==> config.mk <==
export PLATFORM = sky130hd
export DESIGN_NAME = packet_payload_protocol_classifier
export DESIGN_NICKNAME = d
export VERILOG_FILES = /design/src/design/ppc_pkg.sv /design/src/design/ppc_match.sv /design/src/design/ppc_parser.sv /design/src/design/packet_payload_protocol_classifier.sv
export SDC_FILE = /design/constraint.sdc
export NUM_CORES = 1
export LEC_CHECK = 0
export ABC_AREA = 0
export BUFFER_PORTS_ARGS = -buffer_cell sky130_fd_sc_hd__buf_2
export CORE_MARGIN = 2
export CORE_UTILIZATION = 67
export DETAILED_ROUTE_END_ITERATION = 10
export HOLD_SLACK_MARGIN = 0.08
export MAX_ROUTING_LAYER = met4
export PLACE_DENSITY = 0.95
export SYNTH_ARGS = -nofsm -noshare
export SYNTH_HDL_FRONTEND = slang
export SYNTH_HIERARCHICAL = 1
export SYNTH_SLANG_ARGS = --single-unit
==> constraint.sdc <==
create_clock -name clk -period 14.1 [get_ports clk]
set_input_delay 1.41 -clock clk [delete_from_list [all_inputs] [get_ports clk]]
set_output_delay 1.41 -clock clk [all_outputs]
set_load 0.01 [all_outputs]
==> src/design/ppc_pkg.sv <==
`timescale 1ns / 1ps
// ----------------------------------------------------------------------------
// ppc_pkg: shared definitions for the packet payload protocol classifier
// Constants for the Ethernet, IPv4, TCP and UDP header layout, the result
// codes, the payload prefix table and the structs passed between modules.
// ----------------------------------------------------------------------------
package ppc_pkg;

	// Longest frame that is examined; later bytes are ignored.
	localparam int MAX_FRAME_BYTES = 65535;
	localparam int IDX_W           = $clog2(MAX_FRAME_BYTES + 1);

	// Header layout.
	localparam logic [15:0] MAC_HEADER_BYTES = 16'd14;
	localparam logic [15:0] IP_LEN_HI_INDEX  = 16'd16;
	localparam logic [15:0] IP_LEN_LO_INDEX  = 16'd17;
	localparam logic [15:0] IP_PROTO_INDEX   = 16'd23;
	localparam logic [15:0] UDP_HEADER_BYTES = 16'd8;
	localparam logic [15:0] PORT_HI_OFFSET   = 16'd2;
	localparam logic [15:0] PORT_LO_OFFSET   = 16'd3;
	localparam logic [15:0] TCP_OFF_OFFSET   = 16'd12;
	localparam logic [3:0]  MIN_HEADER_WORDS = 4'd5;
	localparam logic [7:0]  PROTO_TCP        = 8'd6;
	localparam logic [7:0]  PROTO_UDP        = 8'd17;

	// Well-known ports and markers.
	localparam logic [15:0] PORT_SMTP   = 16'd25;
	localparam logic [15:0] PORT_TELNET = 16'd23;
	localparam logic [7:0]  TELNET_IAC  = 8'hff;
	localparam logic [39:0] HTTP_TAG    = 40'h485454502F;
	localparam logic [15:0] HTTP_TAG_LEN = 16'd5;

	// Payload prefixes: GET, POST, 220, EHLO.
	localparam int PREFIX_CNT = 4;
	localparam int PFX_GET    = 0;
	localparam int PFX_POST   = 1;
	localparam int PFX_220    = 2;
	localparam int PFX_EHLO   = 3;
	localparam logic [2:0] PREFIX_LEN [PREFIX_CNT] = '{3'd4, 3'd5, 3'd4, 3'd4};

	typedef enum logic [2:0] {
		VERDICT_NONE   = 3'd0,
		VERDICT_HTTP   = 3'd1,
		VERDICT_SMTP   = 3'd2,
		VERDICT_TELNET = 3'd3,
		VERDICT_OTHER  = 3'd4
	} verdict_t;

	typedef enum logic [1:0] {
		TRANS_TCP  = 2'd0,
		TRANS_UDP  = 2'd1,
		TRANS_NONE = 2'd2
	} transport_t;

	// Match status after the current byte, from the payload matcher.
	typedef struct packed {
		logic [15:0]           count;
		logic [PREFIX_CNT-1:0] prefix_hit;
		logic                  http_seen;
		logic                  first_iac;
	} match_status_t;

	// One classification result.
	typedef struct packed {
		logic [15:0] payload_bytes;
		logic [15:0] destination_port;
		transport_t  transport;
		verdict_t    verdict;
	} result_t;

	// Character p of prefix k.
	function automatic logic [7:0] prefix_char(input logic [1:0] k, input logic [2:0] p);
		logic [39:0] text;
		case (k)
			2'd0:    text = "GET  ";
			2'd1:    text = "POST ";
			2'd2:    text = "220  ";
			2'd3:    text = "EHLO ";
			default: text = 40'd0;
		endcase
		case (p)
			3'd0:    prefix_char = text[39:32];
			3'd1:    prefix_char = text[31:24];
			3'd2:    prefix_char = text[23:16];
			3'd3:    prefix_char = text[15:8];
			3'd4:    prefix_char = text[7:0];
			default: prefix_char = 8'd0;
		endcase
	endfunction

endpackage

==> src/design/ppc_match.sv <==
`timescale 1ns / 1ps
// ----------------------------------------------------------------------------
// ppc_match: payload content matcher
// Tracks the payload byte count, the prefix candidates, a five-byte sliding
// window for the HTTP marker and the first payload byte of the frame.
// ----------------------------------------------------------------------------
module ppc_match import ppc_pkg::*; (
	input  logic          clk,
	input  logic          arst_n,
	input  logic          take,
	input  logic [7:0]    data,
	input  logic          clear,
	output match_status_t status
);

	logic [15:0]           count_q;
	logic [31:0]           window_q;
	logic [PREFIX_CNT-1:0] flags_q;
	logic                  http_q;
	logic                  iac_q;

	logic [15:0]           count_nxt;
	logic [PREFIX_CNT-1:0] flags_nxt;
	logic                  http_nxt;
	logic                  iac_nxt;
	logic                  early;

	// Next match state with the current byte folded in.
	always_comb begin
		early     = (count_q < 16'd5);
		count_nxt = take ? count_q + 16'd1 : count_q;
		for (int k = 0; k < PREFIX_CNT; k++) begin
			flags_nxt[k] = flags_q[k] & ~(take && early &&
				(count_q[2:0] < PREFIX_LEN[k]) &&
				(data != prefix_char(2'(k), count_q[2:0])));
		end
		http_nxt = http_q | (take && (count_nxt >= HTTP_TAG_LEN) &&
			({window_q, data} == HTTP_TAG));
		iac_nxt  = (take && count_q == 16'd0) ? (data == TELNET_IAC) : iac_q;
	end

	// Status seen by the verdict logic.
	always_comb begin
		status.count     = count_nxt;
		status.http_seen = http_nxt;
		status.first_iac = iac_nxt;
		for (int k = 0; k < PREFIX_CNT; k++) begin
			status.prefix_hit[k] = flags_nxt[k] && (count_nxt >= 16'(PREFIX_LEN[k]));
		end
	end

	// Match registers, cleared at the end of every frame.
	always_ff @(posedge clk or negedge arst_n) begin
		if (!arst_n) begin
			count_q  <= '0;
			window_q <= '0;
			flags_q  <= '1;
			http_q   <= 1'b0;
			iac_q    <= 1'b0;
		end else if (clear) begin
			count_q  <= '0;
			window_q <= '0;
			flags_q  <= '1;
			http_q   <= 1'b0;
			iac_q    <= 1'b0;
		end else if (take) begin
			count_q  <= count_nxt;
			window_q <= {window_q[23:0], data};
			flags_q  <= flags_nxt;
			http_q   <= http_nxt;
			iac_q    <= iac_nxt;
		end
	end

endmodule

==> src/design/ppc_parser.sv <==
`timescale 1ns / 1ps
// ----------------------------------------------------------------------------
// ppc_parser: header field capture and verdict logic
// Counts frame bytes, captures the IPv4 and TCP/UDP header fields, marks the
// payload bytes for the matcher and forms the result on the last byte.
// ----------------------------------------------------------------------------
module ppc_parser import ppc_pkg::*; (
	input  logic       clk,
	input  logic       arst_n,
	input  logic       byte_valid,
	input  logic [7:0] data,
	input  logic       last,
	output result_t    result
);

	logic [IDX_W-1:0] idx_q;
	logic [3:0]       hw_q;
	logic [15:0]      total_q;
	logic [7:0]       proto_q;
	logic [15:0]      port_q;
	logic [3:0]       off_q;

	logic [15:0]      idx;
	logic             take;
	logic             frame_end;
	logic [3:0]       hw_eff;
	logic [15:0]      total_eff;
	logic [7:0]       proto_eff;
	logic [15:0]      port_eff;
	logic [3:0]       off_eff;
	logic [15:0]      tstart;
	logic [15:0]      thl;
	logic [15:0]      pstart;
	logic [16:0]      pend;
	logic             is_tcp;
	logic             is_udp;
	logic             geo_ok;
	logic             in_payload;
	logic [16:0]      idx_nxt;
	logic [15:0]      port_out;
	transport_t       trans;
	verdict_t         verdict;
	match_status_t    status;

	// Header fields, including the one carried by the current byte.
	always_comb begin
		idx       = 16'(idx_q);
		take      = byte_valid && (idx_q < IDX_W'(MAX_FRAME_BYTES));
		frame_end = byte_valid && last;
		hw_eff    = (take && idx == MAC_HEADER_BYTES) ? data[3:0] : hw_q;
		total_eff = total_q;
		if (take && idx == IP_LEN_HI_INDEX) total_eff[15:8] = data;
		if (take && idx == IP_LEN_LO_INDEX) total_eff[7:0] = data;
		proto_eff = (take && idx == IP_PROTO_INDEX) ? data : proto_q;
		tstart    = MAC_HEADER_BYTES + {10'd0, hw_eff, 2'b00};
		port_eff  = port_q;
		if (take && idx == tstart + PORT_HI_OFFSET) port_eff[15:8] = data;
		if (take && idx == tstart + PORT_LO_OFFSET) port_eff[7:0] = data;
		off_eff   = (take && idx == tstart + TCP_OFF_OFFSET) ? data[7:4] : off_q;
	end

	// Payload window: from the end of the transport header up to the IP length.
	always_comb begin
		is_tcp     = (proto_eff == PROTO_TCP);
		is_udp     = (proto_eff == PROTO_UDP);
		thl        = is_tcp ? {10'd0, off_eff, 2'b00} : UDP_HEADER_BYTES;
		geo_ok     = (hw_eff >= MIN_HEADER_WORDS) &&
			((is_tcp && off_eff >= MIN_HEADER_WORDS) || is_udp);
		pstart     = tstart + thl;
		pend       = {1'b0, total_eff} + {1'b0, MAC_HEADER_BYTES};
		in_payload = take && geo_ok && (idx >= pstart) && ({1'b0, idx} < pend);
	end

	ppc_match u_match (
		.clk    (clk),
		.arst_n (arst_n),
		.take   (in_payload),
		.data   (data),
		.clear  (frame_end),
		.status (status)
	);

	// Result for a frame that ends with the current byte.
	always_comb begin
		idx_nxt = take ? {1'b0, idx} + 17'd1 : {1'b0, idx};
		if (is_tcp)      trans = TRANS_TCP;
		else if (is_udp) trans = TRANS_UDP;
		else             trans = TRANS_NONE;
		port_out = (trans != TRANS_NONE && idx_nxt > {1'b0, tstart + PORT_LO_OFFSET}) ?
			port_eff : 16'd0;
		if (trans == TRANS_NONE || status.count == 16'd0)
			verdict = VERDICT_NONE;
		else if (status.prefix_hit[PFX_GET] || status.prefix_hit[PFX_POST] ||
				status.http_seen)
			verdict = VERDICT_HTTP;
		else if (port_out == PORT_SMTP || status.prefix_hit[PFX_220] ||
				status.prefix_hit[PFX_EHLO])
			verdict = VERDICT_SMTP;
		else if (port_out == PORT_TELNET || status.first_iac)
			verdict = VERDICT_TELNET;
		else
			verdict = VERDICT_OTHER;
		result.verdict          = verdict;
		result.transport        = trans;
		result.destination_port = port_out;
		result.payload_bytes    = (verdict == VERDICT_NONE) ? 16'd0 : status.count;
	end

	// Frame state, returned to reset at the end of every frame.
	always_ff @(posedge clk or negedge arst_n) begin
		if (!arst_n) begin
			idx_q   <= '0;
			hw_q    <= '0;
			total_q <= '0;
			proto_q <= '0;
			port_q  <= '0;
			off_q   <= '0;
		end else if (frame_end) begin
			idx_q   <= '0;
			hw_q    <= '0;
			total_q <= '0;
			proto_q <= '0;
			port_q  <= '0;
			off_q   <= '0;
		end else if (take) begin
			idx_q   <= idx_q + 1'b1;
			hw_q    <= hw_eff;
			total_q <= total_eff;
			proto_q <= proto_eff;
			port_q  <= port_eff;
			off_q   <= off_eff;
		end
	end

endmodule

==> src/design/packet_payload_protocol_classifier.sv <==
`timescale 1ns / 1ps
// ----------------------------------------------------------------------------
// packet_payload_protocol_classifier: IPv4 TCP/UDP payload classifier
// Classifies the payload of one captured Ethernet frame per run of bytes.
// ----------------------------------------------------------------------------
// Usage:
// The slave stream carries one frame byte per request, starting at the MAC
// header; s_tlast marks the final captured byte of a frame. One result
// request leaves on the master stream per frame, after its last byte.
// A byte is accepted in every cycle while the input stage is free or moving
// on, so a frame streams at one byte per clock. Each byte is held in the
// input register, then the header capture, payload matching and verdict
// logic run in a single pass into the state and the result register: the
// result is shown from the result register once the last byte leaves the input register.
// When the receiver stalls, the result waits in the output register while
// the input register still takes bytes; only a further last byte holds the
// input stage, and s_tready then falls until the output register drains.
// Reset clears the byte counter, all captured header fields, the matcher
// and both valid flags; the first byte after reset starts a new frame.
// ----------------------------------------------------------------------------
module packet_payload_protocol_classifier import ppc_pkg::*; (
	input  logic        clk,
	input  logic        arst_n,
	input  logic        s_tvalid,
	output logic        s_tready,
	input  logic [7:0]  s_tdata,   // [7:0] frame_byte
	input  logic        s_tlast,   // frame_last
	output logic        m_tvalid,
	input  logic        m_tready,
	output logic [39:0] m_tdata    // [2:0] verdict, [4:3] transport,
	                               // [20:5] destination_port, [36:21] payload_bytes
);

	logic       valid_s1;
	logic [7:0] byte_s1;
	logic       last_s1;
	logic       out_valid_q;
	result_t    out_result_q;
	logic       adv_s1;
	result_t    result;

	// The input stage moves on unless it holds a last byte and the output is full and not read.
	assign adv_s1   = valid_s1 && (!last_s1 || !out_valid_q || m_tready);
	assign s_tready = !valid_s1 || adv_s1;

	// Input register.
	always_ff @(posedge clk or negedge arst_n) begin
		if (!arst_n) begin
			valid_s1 <= 1'b0;
		end else if (s_tready) begin
			valid_s1 <= s_tvalid;
		end
	end

	always_ff @(posedge clk) begin
		if (s_tready && s_tvalid) begin
			byte_s1 <= s_tdata;
			last_s1 <= s_tlast;
		end
	end

	ppc_parser u_parser (
		.clk        (clk),
		.arst_n     (arst_n),
		.byte_valid (adv_s1),
		.data       (byte_s1),
		.last       (last_s1),
		.result     (result)
	);

	// Result register.
	always_ff @(posedge clk or negedge arst_n) begin
		if (!arst_n) begin
			out_valid_q <= 1'b0;
		end else if (adv_s1 && last_s1) begin
			out_valid_q <= 1'b1;
		end else if (m_tready) begin
			out_valid_q <= 1'b0;
		end
	end

	always_ff @(posedge clk) begin
		if (adv_s1 && last_s1) begin
			out_result_q <= result;
		end
	end

	assign m_tvalid = out_valid_q;
	assign m_tdata  = {3'd0, out_result_q.payload_bytes, out_result_q.destination_port,
		out_result_q.transport, out_result_q.verdict};

endmodule
## Yosys cells after proc, flatten, opt, wreduce, memory -nomap -nowiden

Cells that the tools add are included.

| word-level totals | value |
|---|---|
| bits in registers | 166 |
| bits of input ports | 13 |

| operators by class | value |
|---|---|
| $add $sub $neg | 9 |
| magnitude comparators | 11 |
| equality and inequality tests | 23 |
| muxes and demuxes | 46 |
| bitwise logic cells | 9 |
| reduce and logical (&&, ||, !) cells | 53 |

Operators with widths:

| cell | number |
|---|---|
| two-way mux 16 bit | 10 |
| == test 16 x 5 -> 1 bit (second input constant) | 5 |
| case mux 7 bit (5 select lines) | 2 |
| two-way mux 32 bit | 2 |
| two-way mux 8 bit | 7 |
| == test 16 bit | 3 |
| == test 40 x 39 -> 1 bit (second input constant) | 1 |
| adder 16 x 1 -> 16 bit (second input constant) | 2 |
| adder 16 x 2 -> 16 bit (second input constant) | 2 |
| greater-or-equal comparator 16 x 3 -> 1 bit (second input constant) | 2 |
| zero test 16 bit | 2 |
| two-way mux 4 bit | 8 |
| inequality test 8 bit | 4 |
| logical AND 1 bit | 31 |
| case mux 7 bit (4 select lines) | 1 |
| case mux 6 bit (3 select lines) | 1 |
| adder 16 x 1 -> 17 bit (second input constant) | 1 |
| adder 16 x 4 -> 17 bit (second input constant) | 1 |
| greater-than comparator 17 x 16 -> 1 bit | 1 |
| < comparator 16 x 17 -> 1 bit | 1 |
| two-way mux 17 bit | 1 |
| adder 16 bit | 1 |
| adder 16 x 4 -> 16 bit (second input constant) | 1 |
| == test 16 x 4 -> 1 bit (second input constant) | 1 |
| other kinds (26) | 60 |

## Longest topological paths before layout

| depth | value |
|---|---|
| word-level depth | 31 |
| mapped depth | 40 |

## Cells and area by module

Netlist, hierarchy kept.

Modules (own cells, without submodules):

| module | times used | cells an instance | area each (µm²) |
|---|---|---|---|
| ppc_parser | 1 | 651 | 5759.3 |
| ppc_match | 1 | 353 | 3248.1 |
| packet_payload_protocol_classifier | 1 | 60 | 1514.0 |

## Worst setup path before layout

No wires, ideal clock.

| timing | value |
|---|---|
| path kind | input port to flip-flop |
| from | input m_tready |
| to | register out_result_q, in the netlist m_tdata[0] (data pin) |
| library setup time | 0.262 ns |
| arrival | 9.212 ns |
| required time | 13.838 ns |
| slack | 4.626 ns |
| stages on the path | 38 |
| cell sequence | nor2b_1 a21boi_1 or4b_2 nor4_4 buf_6 mux2i_1 ha_1 inv_1 and3_1 mux2_4 xnor2_2 or4_4 a31oi_4 mux2i_1 nor2_1 ha_1 inv_1 fa_1 [2 not listed] o21ai_0 nand2b_1 a21oi_1 nor2b_1 o21ai_0 a221oi_1 a21boi_0 o31a_1 buf_2 nand4_2 nor4_1 nand4_1 xnor2_2 nor4_4 a31oi_1 buf_4 nor3_1 o22ai_1 |

RTL lines:

| element | RTL line | source |
|---|---|---|
| start: declaration | packet_payload_protocol_classifier.sv:29 | `input logic m_tready,` |
| end signal: assignment | packet_payload_protocol_classifier.sv:84 | `out_result_q <= result;` |
| end: declaration | packet_payload_protocol_classifier.sv:38 | `result_t out_result_q;` |

==> results.sh <==
export IMPL_routed_wirelength_um=25250
export IMPL_grt_overflow_total=0
export IMPL_detail_route_antenna_nets=0
export IMPL_regToRegSetupSlack_ps=3090
export IMPL_clkSinkCount=166
export IMPL_cp_slowest_stage_delay_ps=800
export IMPL_grt_max_degree=83
export IMPL_clock_latency_ps=450
export IMPL_path_class="in -> reg"
export IMPL_tightestPinTransition_ps=1259
export IMPL_grt_pass1_wl_um=41380
export IMPL_worstPathArrival_ps=11730
export IMPL_critical_path_required_ps=14290
export IMPL_cap_violations=0
export IMPL_cp_end_kind="flip-flop"
export IMPL_ys_top_cells_by_area="dfrtp_1 (28%), edfxtp_1 (13%), mux2i_1 (7.2%)"
export IMPL_filler_cell_count=1001
export IMPL_whs_endpoint="u_parser/off_q[1]"
export IMPL_core_area_um2=15260
export IMPL_die_area_um2=16720
export IMPL_r2r_cells=39
export IMPL_clk_pin_slew_worst_paths_ps=80
export IMPL_yosysTopAreaCellShare_pct=27.59
export IMPL_cp_start_kind="input port"
export IMPL_start_util_pct=68.95
export IMPL_synth_area_um2=10520
export IMPL_slew_viol_final=0
export IMPL_cts_tree="built"
export IMPL_num_io_pins=55
export IMPL_port_buffers=51
export IMPL_synth_cell_types=89
export IMPL_status="finished, final reports clean"
export IMPL_cts_resized_gates=0
export IMPL_holdCritPathClass="reg -> reg"
export IMPL_grt_pass1_vias=8265
export IMPL_grt_setup_unrepaired="no"
export IMPL_async_reset_ff_share_pct=72.29
export IMPL_die_h_um=129.3
export IMPL_max_slew_margin_pct=16.10
export IMPL_setup_viol=0
export IMPL_multi_input_area_um2=5699
export IMPL_via_per_inst=6.564
export IMPL_seq_area_um2=4389
export IMPL_p_leak_uw=0.004853
export IMPL_root_buffer="clkbuf_16"
export IMPL_rr_endpoint="m_tdata[0]"
export IMPL_nNetsFinal=1140
export IMPL_max_freq_mhz=86.66
export IMPL_drive_above_1_share_pct=13.57
export IMPL_syn2layout_area_growth_pct=8.348
export IMPL_first_pass_iters=6
export IMPL_synth_seq_cells=166
export IMPL_via_count=8546
export IMPL_crit_path_top_delay_cell="mux2i_1"
export IMPL_first_iter_violations=891
export IMPL_h_tree_depth=4
export IMPL_synth_edf_count=46
export IMPL_ys_dominant_reg_cell="dfrtp_1"
export IMPL_place_congestion=0.9497
export IMPL_final_hold_viol_count=0
export IMPL_cts_setup_buffers=0
export IMPL_power_per_cell_area_nw_per_um2=93.11
export IMPL_post_route_drc_count=0
export IMPL_dp_hpwl_um=16860
export IMPL_synth_top_cell_by_area="dfrtp_1"
export IMPL_yosys_warnings=6
export IMPL_power_uw=1061
export IMPL_die_w_um=129.3
export IMPL_min_delay_start="u_parser/off_q[1]"
export IMPL_r2r_start="m_tvalid"
export IMPL_detail_route_wl_per_cell_um=19.39
export IMPL_holdBufCountCts=0
export IMPL_critPathMaxFanout=45
export IMPL_antennaDiodeCount=0
export IMPL_tns_ps=0
export IMPL_core_rowCount=45
export IMPL_cts_buffer_depth=2
export IMPL_hold_depth=2
export IMPL_synthCells=1064
export IMPL_numCtsBuffers=17
export IMPL_antenna_found_initial=0
export IMPL_syn_area_per_cell_um2=9.888
export IMPL_layout_min_cycle_time_ps=11540
export IMPL_ir_drop_v=0.00008300
export IMPL_period_share_pct=81.84
export IMPL_ys_seq_area_share_pct=41.72
export IMPL_clock_skew_ps=11.41
export IMPL_grt_use_total_pct=32.57
-- area by class of cell --
type / instances / share of cell area [%]
multi-input combinational: 800 / 49.99
sequential: 166 / 38.50
clock buffer: 17 / 3.732
timing repair buffer: 66 / 3.249
tap: 211 / 2.316
clock inverter: 15 / 1.317
inverter: 27 / 0.8890
-- worst max path at each step --
stage | slack (ps) | end | start | cells after the start
floorplan | 4630 | m_tdata[0] | m_tready | 38
detailed placement | 2480 | m_tdata[0] | m_tready | 40
global route | 1620 | m_tdata[0] | m_tready | 40
global placement | 2960 | m_tdata[0] | m_tready | 40
CTS | 2730 | m_tdata[0] | m_tready | 40
finish | 2560 | m_tdata[0] | m_tready | 40
-- power by group --
group          switching, uW  internal (uW)
Sequential              14.0            504
Clock                    220            237
Combinational           62.0           24.7
Total                    296            765
-- critical path: cells and delay by family --
| kind | cells | cell delay [ps] |
|---|---|---|
| AOI/OAI and AO/OA | 11 | 1860 |
| xor gates and xnor gates | 2 | 290 |
| adders and majority gates | 4 | 1190 |
| buffers and inverters | 5 | 1020 |
| muxes | 3 | 1540 |
| and+or+nand+nor | 15 | 4380 |
-- sequential cells by signal (all words and copies together) (netlist names) --
name / count
byte_s1: 8
last_s1: 1
m_tdata: 37
m_tvalid: 1
u_parser/hw_q: 4
u_parser/idx: 16
u_parser/off_q: 4
u_parser/port_q: 16
u_parser/proto_q: 8
u_parser/total_q: 16
u_parser/u_match/count_q: 16
u_parser/u_match/flags_q: 4
u_parser/u_match/http_q: 1
u_parser/u_match/iac_q: 1
u_parser/u_match/window_q: 32
valid_s1: 1
-- synth_stat cells, types with 31 or more instances --
library cell  count
clkbuf_1         43
nor2_1          103
dfrtp_1         116
edfxtp_1         46
mux2i_1          76
xnor2_1          32
a22o_1           38
ha_1             48
o21ai_0          42
xor2_1           31
nand2_1          71
nand3_1          36
-- per-layer routing --
layer  wire length [um]  GRT usage, %
met5                  0             -
met4                551         12.85
met3               2200         5.945
met2              11790         49.66
met1              10700         43.54
-- per-stage QoR --
stage	worst slack (ps)	utilization, %	area (um2)	cells	hold slack [ps]
4_1_cts	2732	74.71	11400	1302	506.4
3_5_place_dp	2482	70.94	10820	1270	485.6
6_report	2561	74.71	11400	1302	506.2
3_3_place_gp	2959	70.94	10820	1270	467.2
5_1_grt	1623	74.71	11400	1302	523.8
2_1_floorplan	4626	-	10530	1066	449.2
-- cells by family (layout without fill, tap and decap cells) --
group                      Yosys count  in the layout  share of synthesized area, %
and+or+nand+nor                    402            402                         20.78
xor gates and xnor gates            66             66                         5.708
other                                2              4                       0.07138
muxes                               86             86                         8.479
buffers and inverters              100            125                         4.269
AOI/OAI and AO/OA                  193            193                         13.08
DFF                                166            166                         41.72
adders and majority gates           49             49                         5.898
-- cell usage in the layout, fill, tap and decap left out, types with 27 or more instances in the layout --
cell        n
a21oi_1    27
nand2_1    71
xnor2_1    32
ha_1       48
nand3_1    36
xor2_1     31
dfrtp_1   116
a22o_1     38
buf_2      50
mux2i_1    76
nor2_1    102
o21ai_0    42
edfxtp_1   46
(Power assumes the default switching activity.)
